File: config.mk
export PLATFORM = sky130hd
export DESIGN_NAME = deadline_sorted_task_queue
export DESIGN_NICKNAME = d
export VERILOG_FILES = /design/src/rtl/core/dsq_pkg.sv /design/src/rtl/core/dsq_cell.sv /design/src/rtl/core/deadline_sorted_task_queue.sv
export VERILOG_INCLUDE_DIRS = /design/src /design/src/rtl/core
export SDC_FILE = /design/constraint.sdc
export NUM_CORES = 2
export LEC_CHECK = 0
export BUFFER_PORTS_ARGS = -buffer_cell sky130_fd_sc_hd__buf_2
export CAP_MARGIN = 20
export CORE_UTILIZATION = 28
export DETAILED_ROUTE_END_ITERATION = 16
export PLACE_DENSITY = 0.44
export SYNTH_ARGS = -nofsm -noshare
export SYNTH_HDL_FRONTEND = slang
export SYNTH_SLANG_ARGS = --single-unit
File: constraint.sdc
create_clock -name clk -period 18 [get_ports clk]
set_input_delay 2.7 -clock clk [delete_from_list [all_inputs] [get_ports clk]]
set_output_delay 2.7 -clock clk [all_outputs]
set_load 0.01 [all_outputs]
File: src/rtl/core/deadline_sorted_task_queue_macros.svh
// Assertion macros for the deadline sorted task queue
`ifndef DEADLINE_SORTED_TASK_QUEUE_MACROS_SVH
`define DEADLINE_SORTED_TASK_QUEUE_MACROS_SVH
// Same-cycle implication, checked outside reset
`define DSQ_ASSERT_IMP(lbl, ante, cons) \
  lbl: assert property (@(posedge clk) disable iff (!rst_n) (ante) |-> (cons)) \
    else $error("dsq assertion failed");
// Next-cycle implication, checked outside reset
`define DSQ_ASSERT_NXT(lbl, ante, cons) \
  lbl: assert property (@(posedge clk) disable iff (!rst_n) (ante) |=> (cons)) \
    else $error("dsq assertion failed");
`endif

File: src/rtl/core/dsq_pkg.sv
// Shared types and constants of the deadline sorted task queue
package dsq_pkg;
  localparam int TASKS = 8;
  localparam int TASK_W = $clog2(TASKS);
  localparam int CNT_W = $clog2(TASKS + 1);
  localparam logic [31:0] SUSPENDED = 32'hFFFF_FFFF;
  localparam logic [31:0] TIME_MASK = 32'h00FF_FFFF;
  localparam logic [7:0] NEXT_EPOCH = 8'h01;
  localparam logic [7:0] TOP_SUSPENDED = 8'hFF;

  typedef enum logic [2:0] {
    FN_POLL = 3'd0,
    FN_CREATE = 3'd1,
    FN_SUSPEND = 3'd2,
    FN_RESUME = 3'd3,
    FN_ADD_PERIOD = 3'd4,
    FN_ADD_DELAY = 3'd5
  } func_t;

  typedef enum logic [1:0] {
    OP_HOLD,
    OP_REMOVE,
    OP_INSERT,
    OP_CLEAR
  } cell_op_t;

  typedef enum logic [1:0] {
    ST_IDLE,
    ST_INSERT,
    ST_REPORT
  } state_t;

  typedef struct packed {
    logic [31:0] deadline;
    logic [TASK_W-1:0] task_id;
  } slot_t;

  typedef struct packed {
    cell_op_t op;
    logic [31:0] value;
    logic [TASK_W-1:0] task_id;
  } cell_ctl_t;
endpackage

File: src/rtl/core/dsq_cell.sv
// One sorted slot of the queue: removal shifts left, insertion shifts right
module dsq_cell (
  input  logic                           clk,
  input  logic                           rst_n,
  input  logic [dsq_pkg::TASK_W-1:0]     init_task,
  input  logic                           is_last,
  input  dsq_pkg::cell_ctl_t             ctl,
  input  dsq_pkg::slot_t                 left_slot,
  input  dsq_pkg::slot_t                 right_slot,
  input  logic                           found_in,
  input  logic                           after_in,
  output dsq_pkg::slot_t                 slot,
  output logic                           found_out,
  output logic                           after_out
);
  dsq_pkg::slot_t slot_r, slot_nxt;
  logic found, here;

  assign found = found_in || (slot_r.task_id == ctl.task_id);
  assign here = is_last || (slot_r.deadline > ctl.value);
  assign found_out = found;
  assign after_out = after_in || here;
  assign slot = slot_r;

  always_comb begin
    slot_nxt = slot_r;
    unique case (ctl.op)
      dsq_pkg::OP_REMOVE: begin
        if (found && !is_last) slot_nxt = right_slot;
      end
      dsq_pkg::OP_INSERT: begin
        if (after_in) begin
          slot_nxt = left_slot;
        end else if (here) begin
          slot_nxt.deadline = ctl.value;
          slot_nxt.task_id = ctl.task_id;
        end
      end
      dsq_pkg::OP_CLEAR: begin
        if (slot_r.deadline[31:24] == dsq_pkg::NEXT_EPOCH)
          slot_nxt.deadline = slot_r.deadline & dsq_pkg::TIME_MASK;
      end
      default: slot_nxt = slot_r;
    endcase
  end

  always_ff @(posedge clk) begin
    if (!rst_n) begin
      slot_r.deadline <= dsq_pkg::SUSPENDED;
      slot_r.task_id <= init_task;
    end else begin
      slot_r <= slot_nxt;
    end
  end
endmodule

File: src/rtl/core/deadline_sorted_task_queue.sv
// Top level of the deadline sorted task queue: control and the row of slot cells
//
// channel | dir | tvalid/tready | payload
// in_     | in  | handshake     | tuser: func[2:0]; tdata: task_req, amount, now_tick
// out_    | out | handshake     | tdata: due, due_task, waiting_count
//
// A poll goes from accept straight to report; a re-sorting operation closes the
// gap along the cell chain, opens it at the new place, then registers the result.
// A no-change operation goes straight to report. Synchronous active-low reset
// leaves every slot suspended, slot i holding task i. While a result waits, one
// more transaction is taken; its report then holds until the output drains.
`include "deadline_sorted_task_queue_macros.svh"
module deadline_sorted_task_queue (
  input  logic        clk,
  input  logic        rst_n,
  input  logic        in_tvalid,
  output logic        in_tready,
  input  logic [71:0] in_tdata,  // task_req[2:0], amount[34:3], now_tick[66:35], zero pad
  input  logic [2:0]  in_tuser,  // func[2:0]
  output logic        out_tvalid,
  input  logic        out_tready,
  output logic [7:0]  out_tdata  // due[0], due_task[3:1], waiting_count[7:4]
);
  localparam int N = dsq_pkg::TASKS;

  dsq_pkg::state_t state_r, state_nxt;
  dsq_pkg::cell_ctl_t ctl;
  dsq_pkg::slot_t slots [N];
  dsq_pkg::slot_t lefts [N];
  dsq_pkg::slot_t rights [N];
  logic [N:0] found_c, after_c;

  logic [31:0] value_r, value_nxt;
  logic [dsq_pkg::TASK_W-1:0] task_r, task_nxt;
  logic poll_r, poll_nxt;
  logic [23:0] cur_r, cur_nxt;
  logic [7:0] seen_epoch_r, seen_epoch_nxt;
  logic out_valid_r, out_valid_nxt;
  logic [7:0] out_data_r, out_data_nxt;

  logic [2:0] func;
  logic [dsq_pkg::TASK_W-1:0] task_req;
  logic [31:0] amount, now_tick, old_dl;
  logic [23:0] t;
  logic [dsq_pkg::CNT_W-1:0] count;
  logic accept;

  assign func = in_tuser;
  assign task_req = in_tdata[dsq_pkg::TASK_W-1:0];
  assign amount = in_tdata[34:3];
  assign now_tick = in_tdata[66:35];
  assign t = now_tick[23:0];
  assign in_tready = (state_r == dsq_pkg::ST_IDLE);
  assign accept = in_tvalid && in_tready;
  assign out_tvalid = out_valid_r;
  assign out_tdata = out_data_r;

  assign found_c[0] = 1'b0;
  assign after_c[0] = 1'b0;

  for (genvar i = 0; i < N; i++) begin : g_cell
    if (i == 0) begin : g_first
      assign lefts[i] = '0;
    end else begin : g_mid
      assign lefts[i] = slots[i-1];
    end
    if (i == N - 1) begin : g_end
      assign rights[i] = slots[i];
    end else begin : g_inner
      assign rights[i] = slots[i+1];
    end
    dsq_cell u_cell (
      .clk(clk),
      .rst_n(rst_n),
      .init_task(dsq_pkg::TASK_W'(i)),
      .is_last(i == N - 1),
      .ctl(ctl),
      .left_slot(lefts[i]),
      .right_slot(rights[i]),
      .found_in(found_c[i]),
      .after_in(after_c[i]),
      .slot(slots[i]),
      .found_out(found_c[i+1]),
      .after_out(after_c[i+1])
    );
  end

  // Waiting count and the task's current deadline
  always_comb begin
    count = '0;
    old_dl = '0;
    for (int k = 0; k < N; k++) begin
      if (slots[k].deadline[31:24] != 8'h00) count = count + 1'b1;
      if (slots[k].task_id == task_req) old_dl = old_dl | slots[k].deadline;
    end
  end

  always_comb begin
    state_nxt = state_r;
    value_nxt = value_r;
    task_nxt = task_r;
    poll_nxt = poll_r;
    cur_nxt = cur_r;
    seen_epoch_nxt = seen_epoch_r;
    out_valid_nxt = out_valid_r && !out_tready;
    out_data_nxt = out_data_r;
    ctl.op = dsq_pkg::OP_HOLD;
    ctl.value = value_r;
    ctl.task_id = task_r;
    unique case (state_r)
      dsq_pkg::ST_IDLE: begin
        if (accept) begin
          state_nxt = dsq_pkg::ST_REPORT;
          poll_nxt = (func == dsq_pkg::FN_POLL);
          task_nxt = task_req;
          ctl.task_id = task_req;
          if (func == dsq_pkg::FN_POLL) begin
            cur_nxt = t;
            if (seen_epoch_r != now_tick[31:24]) begin
              if (count >= dsq_pkg::CNT_W'(N)) begin
                ctl.op = dsq_pkg::OP_CLEAR;
                seen_epoch_nxt = now_tick[31:24];
              end else begin
                cur_nxt = dsq_pkg::TIME_MASK[23:0];
              end
            end
          end else if ({1'b0, task_req} < (dsq_pkg::TASK_W + 1)'(N)) begin
            priority case (func)
              dsq_pkg::FN_CREATE: begin
                value_nxt = amount;
                ctl.op = dsq_pkg::OP_REMOVE;
              end
              dsq_pkg::FN_SUSPEND: begin
                value_nxt = dsq_pkg::SUSPENDED;
                if (old_dl[31:24] != dsq_pkg::TOP_SUSPENDED) ctl.op = dsq_pkg::OP_REMOVE;
              end
              dsq_pkg::FN_RESUME: begin
                value_nxt = {8'h00, t};
                if (old_dl[31:24] == dsq_pkg::TOP_SUSPENDED) ctl.op = dsq_pkg::OP_REMOVE;
              end
              dsq_pkg::FN_ADD_PERIOD: begin
                value_nxt = old_dl + amount;
                ctl.op = dsq_pkg::OP_REMOVE;
              end
              dsq_pkg::FN_ADD_DELAY: begin
                value_nxt = {8'h00, t} + amount;
                ctl.op = dsq_pkg::OP_REMOVE;
              end
              default: ctl.op = dsq_pkg::OP_HOLD;
            endcase
            if (ctl.op == dsq_pkg::OP_REMOVE) state_nxt = dsq_pkg::ST_INSERT;
          end
        end
      end
      dsq_pkg::ST_INSERT: begin
        ctl.op = dsq_pkg::OP_INSERT;
        state_nxt = dsq_pkg::ST_REPORT;
      end
      dsq_pkg::ST_REPORT: begin
        if (!out_valid_r || out_tready) begin
          out_valid_nxt = 1'b1;
          out_data_nxt = {count, slots[0].task_id,
                          poll_r && ({8'h00, cur_r} >= slots[0].deadline)};
          state_nxt = dsq_pkg::ST_IDLE;
        end
      end
      default: state_nxt = dsq_pkg::ST_IDLE;
    endcase
  end

  always_ff @(posedge clk) begin
    if (!rst_n) begin
      state_r <= dsq_pkg::ST_IDLE;
      seen_epoch_r <= '0;
      out_valid_r <= 1'b0;
    end else begin
      state_r <= state_nxt;
      seen_epoch_r <= seen_epoch_nxt;
      out_valid_r <= out_valid_nxt;
    end
  end

  always_ff @(posedge clk) begin
    value_r <= value_nxt;
    task_r <= task_nxt;
    poll_r <= poll_nxt;
    cur_r <= cur_nxt;
    out_data_r <= out_data_nxt;
  end

  `DSQ_ASSERT_NXT(a_insert_then_report, state_r == dsq_pkg::ST_INSERT, state_r == dsq_pkg::ST_REPORT)
  `DSQ_ASSERT_IMP(a_head_sorted, state_r == dsq_pkg::ST_IDLE, slots[0].deadline <= slots[1].deadline)
  `DSQ_ASSERT_IMP(a_count_bound, out_valid_r, out_data_r[7:4] <= 4'(N))
endmodule
==> flow_results.org <==
** Status
- The flow ran to the end, and the final reports show no timing, DRC or antenna violations.

** Timing
- The number of hold-slack violations in the final timing report came to 0.
- The worst path uses around 48% of the clock period.
- Least-Margin Pin Slew :: 1.29 ns
- Normalized max-slew margin :: 14.0%
- Setup repair after global routing left no endpoint under its margin.
- The clock arrives with 0.0251 ns of skew.
- The count of final max-slew check failures is 0.
- Timing would allow up to about 0.12 GHz.
- Subtracting the final worst setup slack from the clock period gives between 8 and 9 ns.
- Final total negative setup slack :: 0 ns
- Setup violations remaining at the end of the flow were counted as 0.
- Setup slack closes at 9.39 ns.

** Run
- Max-cap violations in this run came to 0.

** Layout
- Compared with the post-synthesis result, the final layout area differs by 11.6%.
- Cells with a size suffix above 1 make up 9.01% of the layout.
- Counting the fill cells in the layout gives 10400.
- Most common library cell in the layout ignoring fill and taps :: o21ai_0
- Post-layout nets :: 3746
- The library cells used most frequently in the layout, excluding fill and tap cells, are o21ai_0, nand2_1, nor2_1.

** GRT
- Via count of the first global-routing pass :: 26200
- Entering global routing, the biggest net connects 176 pins.
- Global routing consumed, over all layers together, 25.1% of the routing resources.
- The total overflow left after global routing is 0.
- The initial antenna violation count was 2.
- The first global-routing pass estimated 186000 µm of wire.

** Routing
- After detailed routing, the number of vias per cell comes to around 5.9.
- In the final routed layout, each cell accounts on average for 27.2 µm.
- For this block, the routed nets add up to 127000 µm of wire.
- Number of design-rule violations left by the first detailed-router iteration :: between 2000 and 3000
- The detail route stage leaves a number of antenna-violating nets equal to 0.
- The first detailed-routing pass ran for 5 iterations.
- Residual DRC count :: 0
- Vias after detailed routing :: roughly 28000

** Die
- For this configuration, the core starts out at a cell density of 28.4%.
- The floorplan step defined a die boundary enclosing 99500 µm².
- The floorplan has 114 rows.
- The die is 315 µm tall.
- Core area :: 97000 µm²
- During I/O placement, the number of pins put on the boundary was 89.
- Die X :: 315 µm

** Logic synthesis
- Cell types occupying the most area after synthesis :: dfxtp_1, ha_1, edfxtp_1
- Of the synthesized area, sequential elements account for 28.5%.
- dfxtp_1 takes more of the synthesized area than any other cell.
- The mapped netlist covers 27500 µm².
- Mean Syn Cell Area :: 8.04 µm²
- Synthesis produced a netlist whose cell count is 3424.
- Share of synthesized flip-flops with an asynchronous set or reset :: 0%
- Number of synthesized register bits :: 359
- Post-Synthesis Net Count :: 3798
- Post-synth EDFFs :: 65
- The most used flip-flop cell after synthesis is dfxtp_1.
- Of the post-synthesis cell area, the dominant cell type holds 21.4%.
- Count of synthesis-stage warnings from yosys :: 0
- Yosys mapped the design onto 80 distinct sky130hd cell types.

** Clock tree
- For the worst-skew pair, the clock arrives at the later sink with an insertion delay of between 0.6 and 0.7 ns.
- Post_cts resized :: 0
- Worst-case clock buffer depth :: 3
- Hold buffer count at CTS :: 0
- CTS built an H-tree with a depth of 2.
- Clock-pin slew was measured on the worst setup and hold paths at 0.06 ns.
- Buffers added to address setup during post-CTS repair amount to 0.
- The root buffer cell chosen for the clock tree is clkbuf_16.
- Clock buffer count from CTS :: 45
- Clock sinks :: around 360
- Clock tree from TritonCTS :: built

** Power
- The analysis attributes to cell leakage a power of 12.7 nW.
- Switching Power :: approximately 0.0012 W
- Relative contribution of the clock network to total power :: 32.2%
- Internal power :: 0.00185 W
- Maximum vdd drop :: slightly below 70 µV
- In this run switching power makes up 39.5% of total power.
- In this run the power density over the cells is 99.8 nW/µm².
- Combinational cells account for 35.8% of the total power.
- Sequential share of power :: 31.9%

** Place
- The congestion estimate from routability-driven global placement came to 0.944.
- After legalization and detailed placement, the total HPWL measured 86100 µm.
- OpenSTA, run right after detailed placement, puts the worst setup slack at 8.70 ns.
- In this run the tool buffered the top-level ports with 83 buffer cells.

** Critical path
- The worst setup path is launched from a primary input.
- STA classifies the critical path endpoint as a register.
- STA puts the critical path data required time at 18.36 ns.
- The critical path is of the in -> reg type.
- At the worst endpoint, the arrival time is roughly 9 ns.
- Crit path max fanout :: 9

** Worst hold path
- Worst hold path type :: reg -> reg
## power by group through the flow
stage | registers, W | clock network, W | logic [W]
final | 0.000979 | 0.000988 | 0.00110
after global routing | 0.000983 | 0.00103 | 0.00119
after CTS | 0.000974 | 0.00100 | 0.00108
after detailed placement | 0.000991 | 0 | 0.00107
after global placement | 0.000993 | 0 | 0.00107
after floorplan | 0.000941 | 0 | 0.000724
## per-layer routing
metal	vias up	GRT usage [%]	wire length, µm
li1	12800	-	-
met1	13500	35.7	58400
met2	1147	38.2	55200
met3	193	4.39	9840
met4	0	7.98	3970
met5	-	0	0
## critical path, stage by stage
cell and delay (ns):
buf_2 0.21, xnor2_1 0.41, and3_1 0.74, a22o_1 0.25, a221oi_1 0.06, a31oi_1 0.71, ha_1 0.31, inv_1 0.06
fa_1 0.42, o21ai_0 0.36, a31oi_1 0.19, o21ai_0 0.34, a31oi_1 0.22, o21a_1 0.26, o21ai_0 0.63, a21oi_1 0.31
o21a_1 0.29, o21ai_0 0.25, xnor2_1 0.16, o21ai_0 0.09
## state kept, by name, indices dropped and copies added (netlist names)
register	count
g_cell.u_cell.slot	280
value_r	32
cur_r	24
out_tdata	8
seen_epoch_r	8
task_r	3
state_r	2
out_tvalid	1
poll_r	1
## area by class of cell
type | count | area (µm²) | share of cell area [%]
Antenna cell | 1 | 2.50 | 0.00815
Tap cell | 1276 | 1600 | 5.20
Multi-Input combinational cell | 2719 | 18400 | 60.0
Clock inverter | 16 | 183 | 0.595
Sequential cell | 359 | 7840 | 25.5
Clock buffer | 68 | 1380 | 4.48
Inverter | 100 | 375 | 1.22
Timing Repair Buffer | 147 | 917 | 2.99
## kinds of logic (layout without fill, tap and decap cells)
group	after synthesis	after routing	synth area share [%]
adder cells (fa/ha/maj)	295	295	13.4
flip-flops	359	359	28.5
XOR/XNOR	93	93	3.12
other	0	1	0
AND/OR/NAND/NOR	986	986	16.4
multiplexers	88	88	3.32
buffers and inverters	346	331	4.97
AO/OA/AOI/OAI	1257	1257	30.2
## cell usage after synthesis (all sizes together) (25+ instances only)
cell type  number
buf            55
mux2           25
nor2          323
clkbuf        191
nand4          86
nand2         329
inv            96
dfxtp         294
nor3           26
a21o           60
a221oi        172
nor3b          34
ha            294
a21oi         255
mux2i          63
edfxtp         65
a22o           55
a31oi          77
a22oi          49
nand3          61
xnor2          80
o211ai         80
or2            32
o21ai         342
## final timing paths
check	start	slack (ns)	cells past startpoint	to
min reg2reg	seen_epoch_r[2]	0.48	2	seen_epoch_r[2]
max	in_tdata[2]	9.39	20	value_r[30]
min	seen_epoch_r[2]	0.48	2	seen_epoch_r[2]
max reg2reg	g_cell[0].u_cell.slot[31]	10.34	26	g_cell[6].u_cell.slot[27]
## metrics by stage
| stage | total power (W) | std cells | util, % | cell area (µm²) | hold WS, ns |
|---|---|---|---|---|---|
| floorplan | 0.00167 | 3424 | - | 27500 | 0.456 |
| global placement | 0.00206 | 4601 | 30.1 | 29200 | 0.467 |
| detailed placement | 0.00206 | 4601 | 30.1 | 29200 | 0.474 |
| CTS | 0.00305 | 4685 | 31.7 | 30700 | 0.482 |
| global route | 0.00321 | 4685 | 31.7 | 30700 | 0.511 |
| finish | 0.00306 | 4686 | 31.7 | 30700 | 0.479 |
Power figures use the tool's default switching activity.
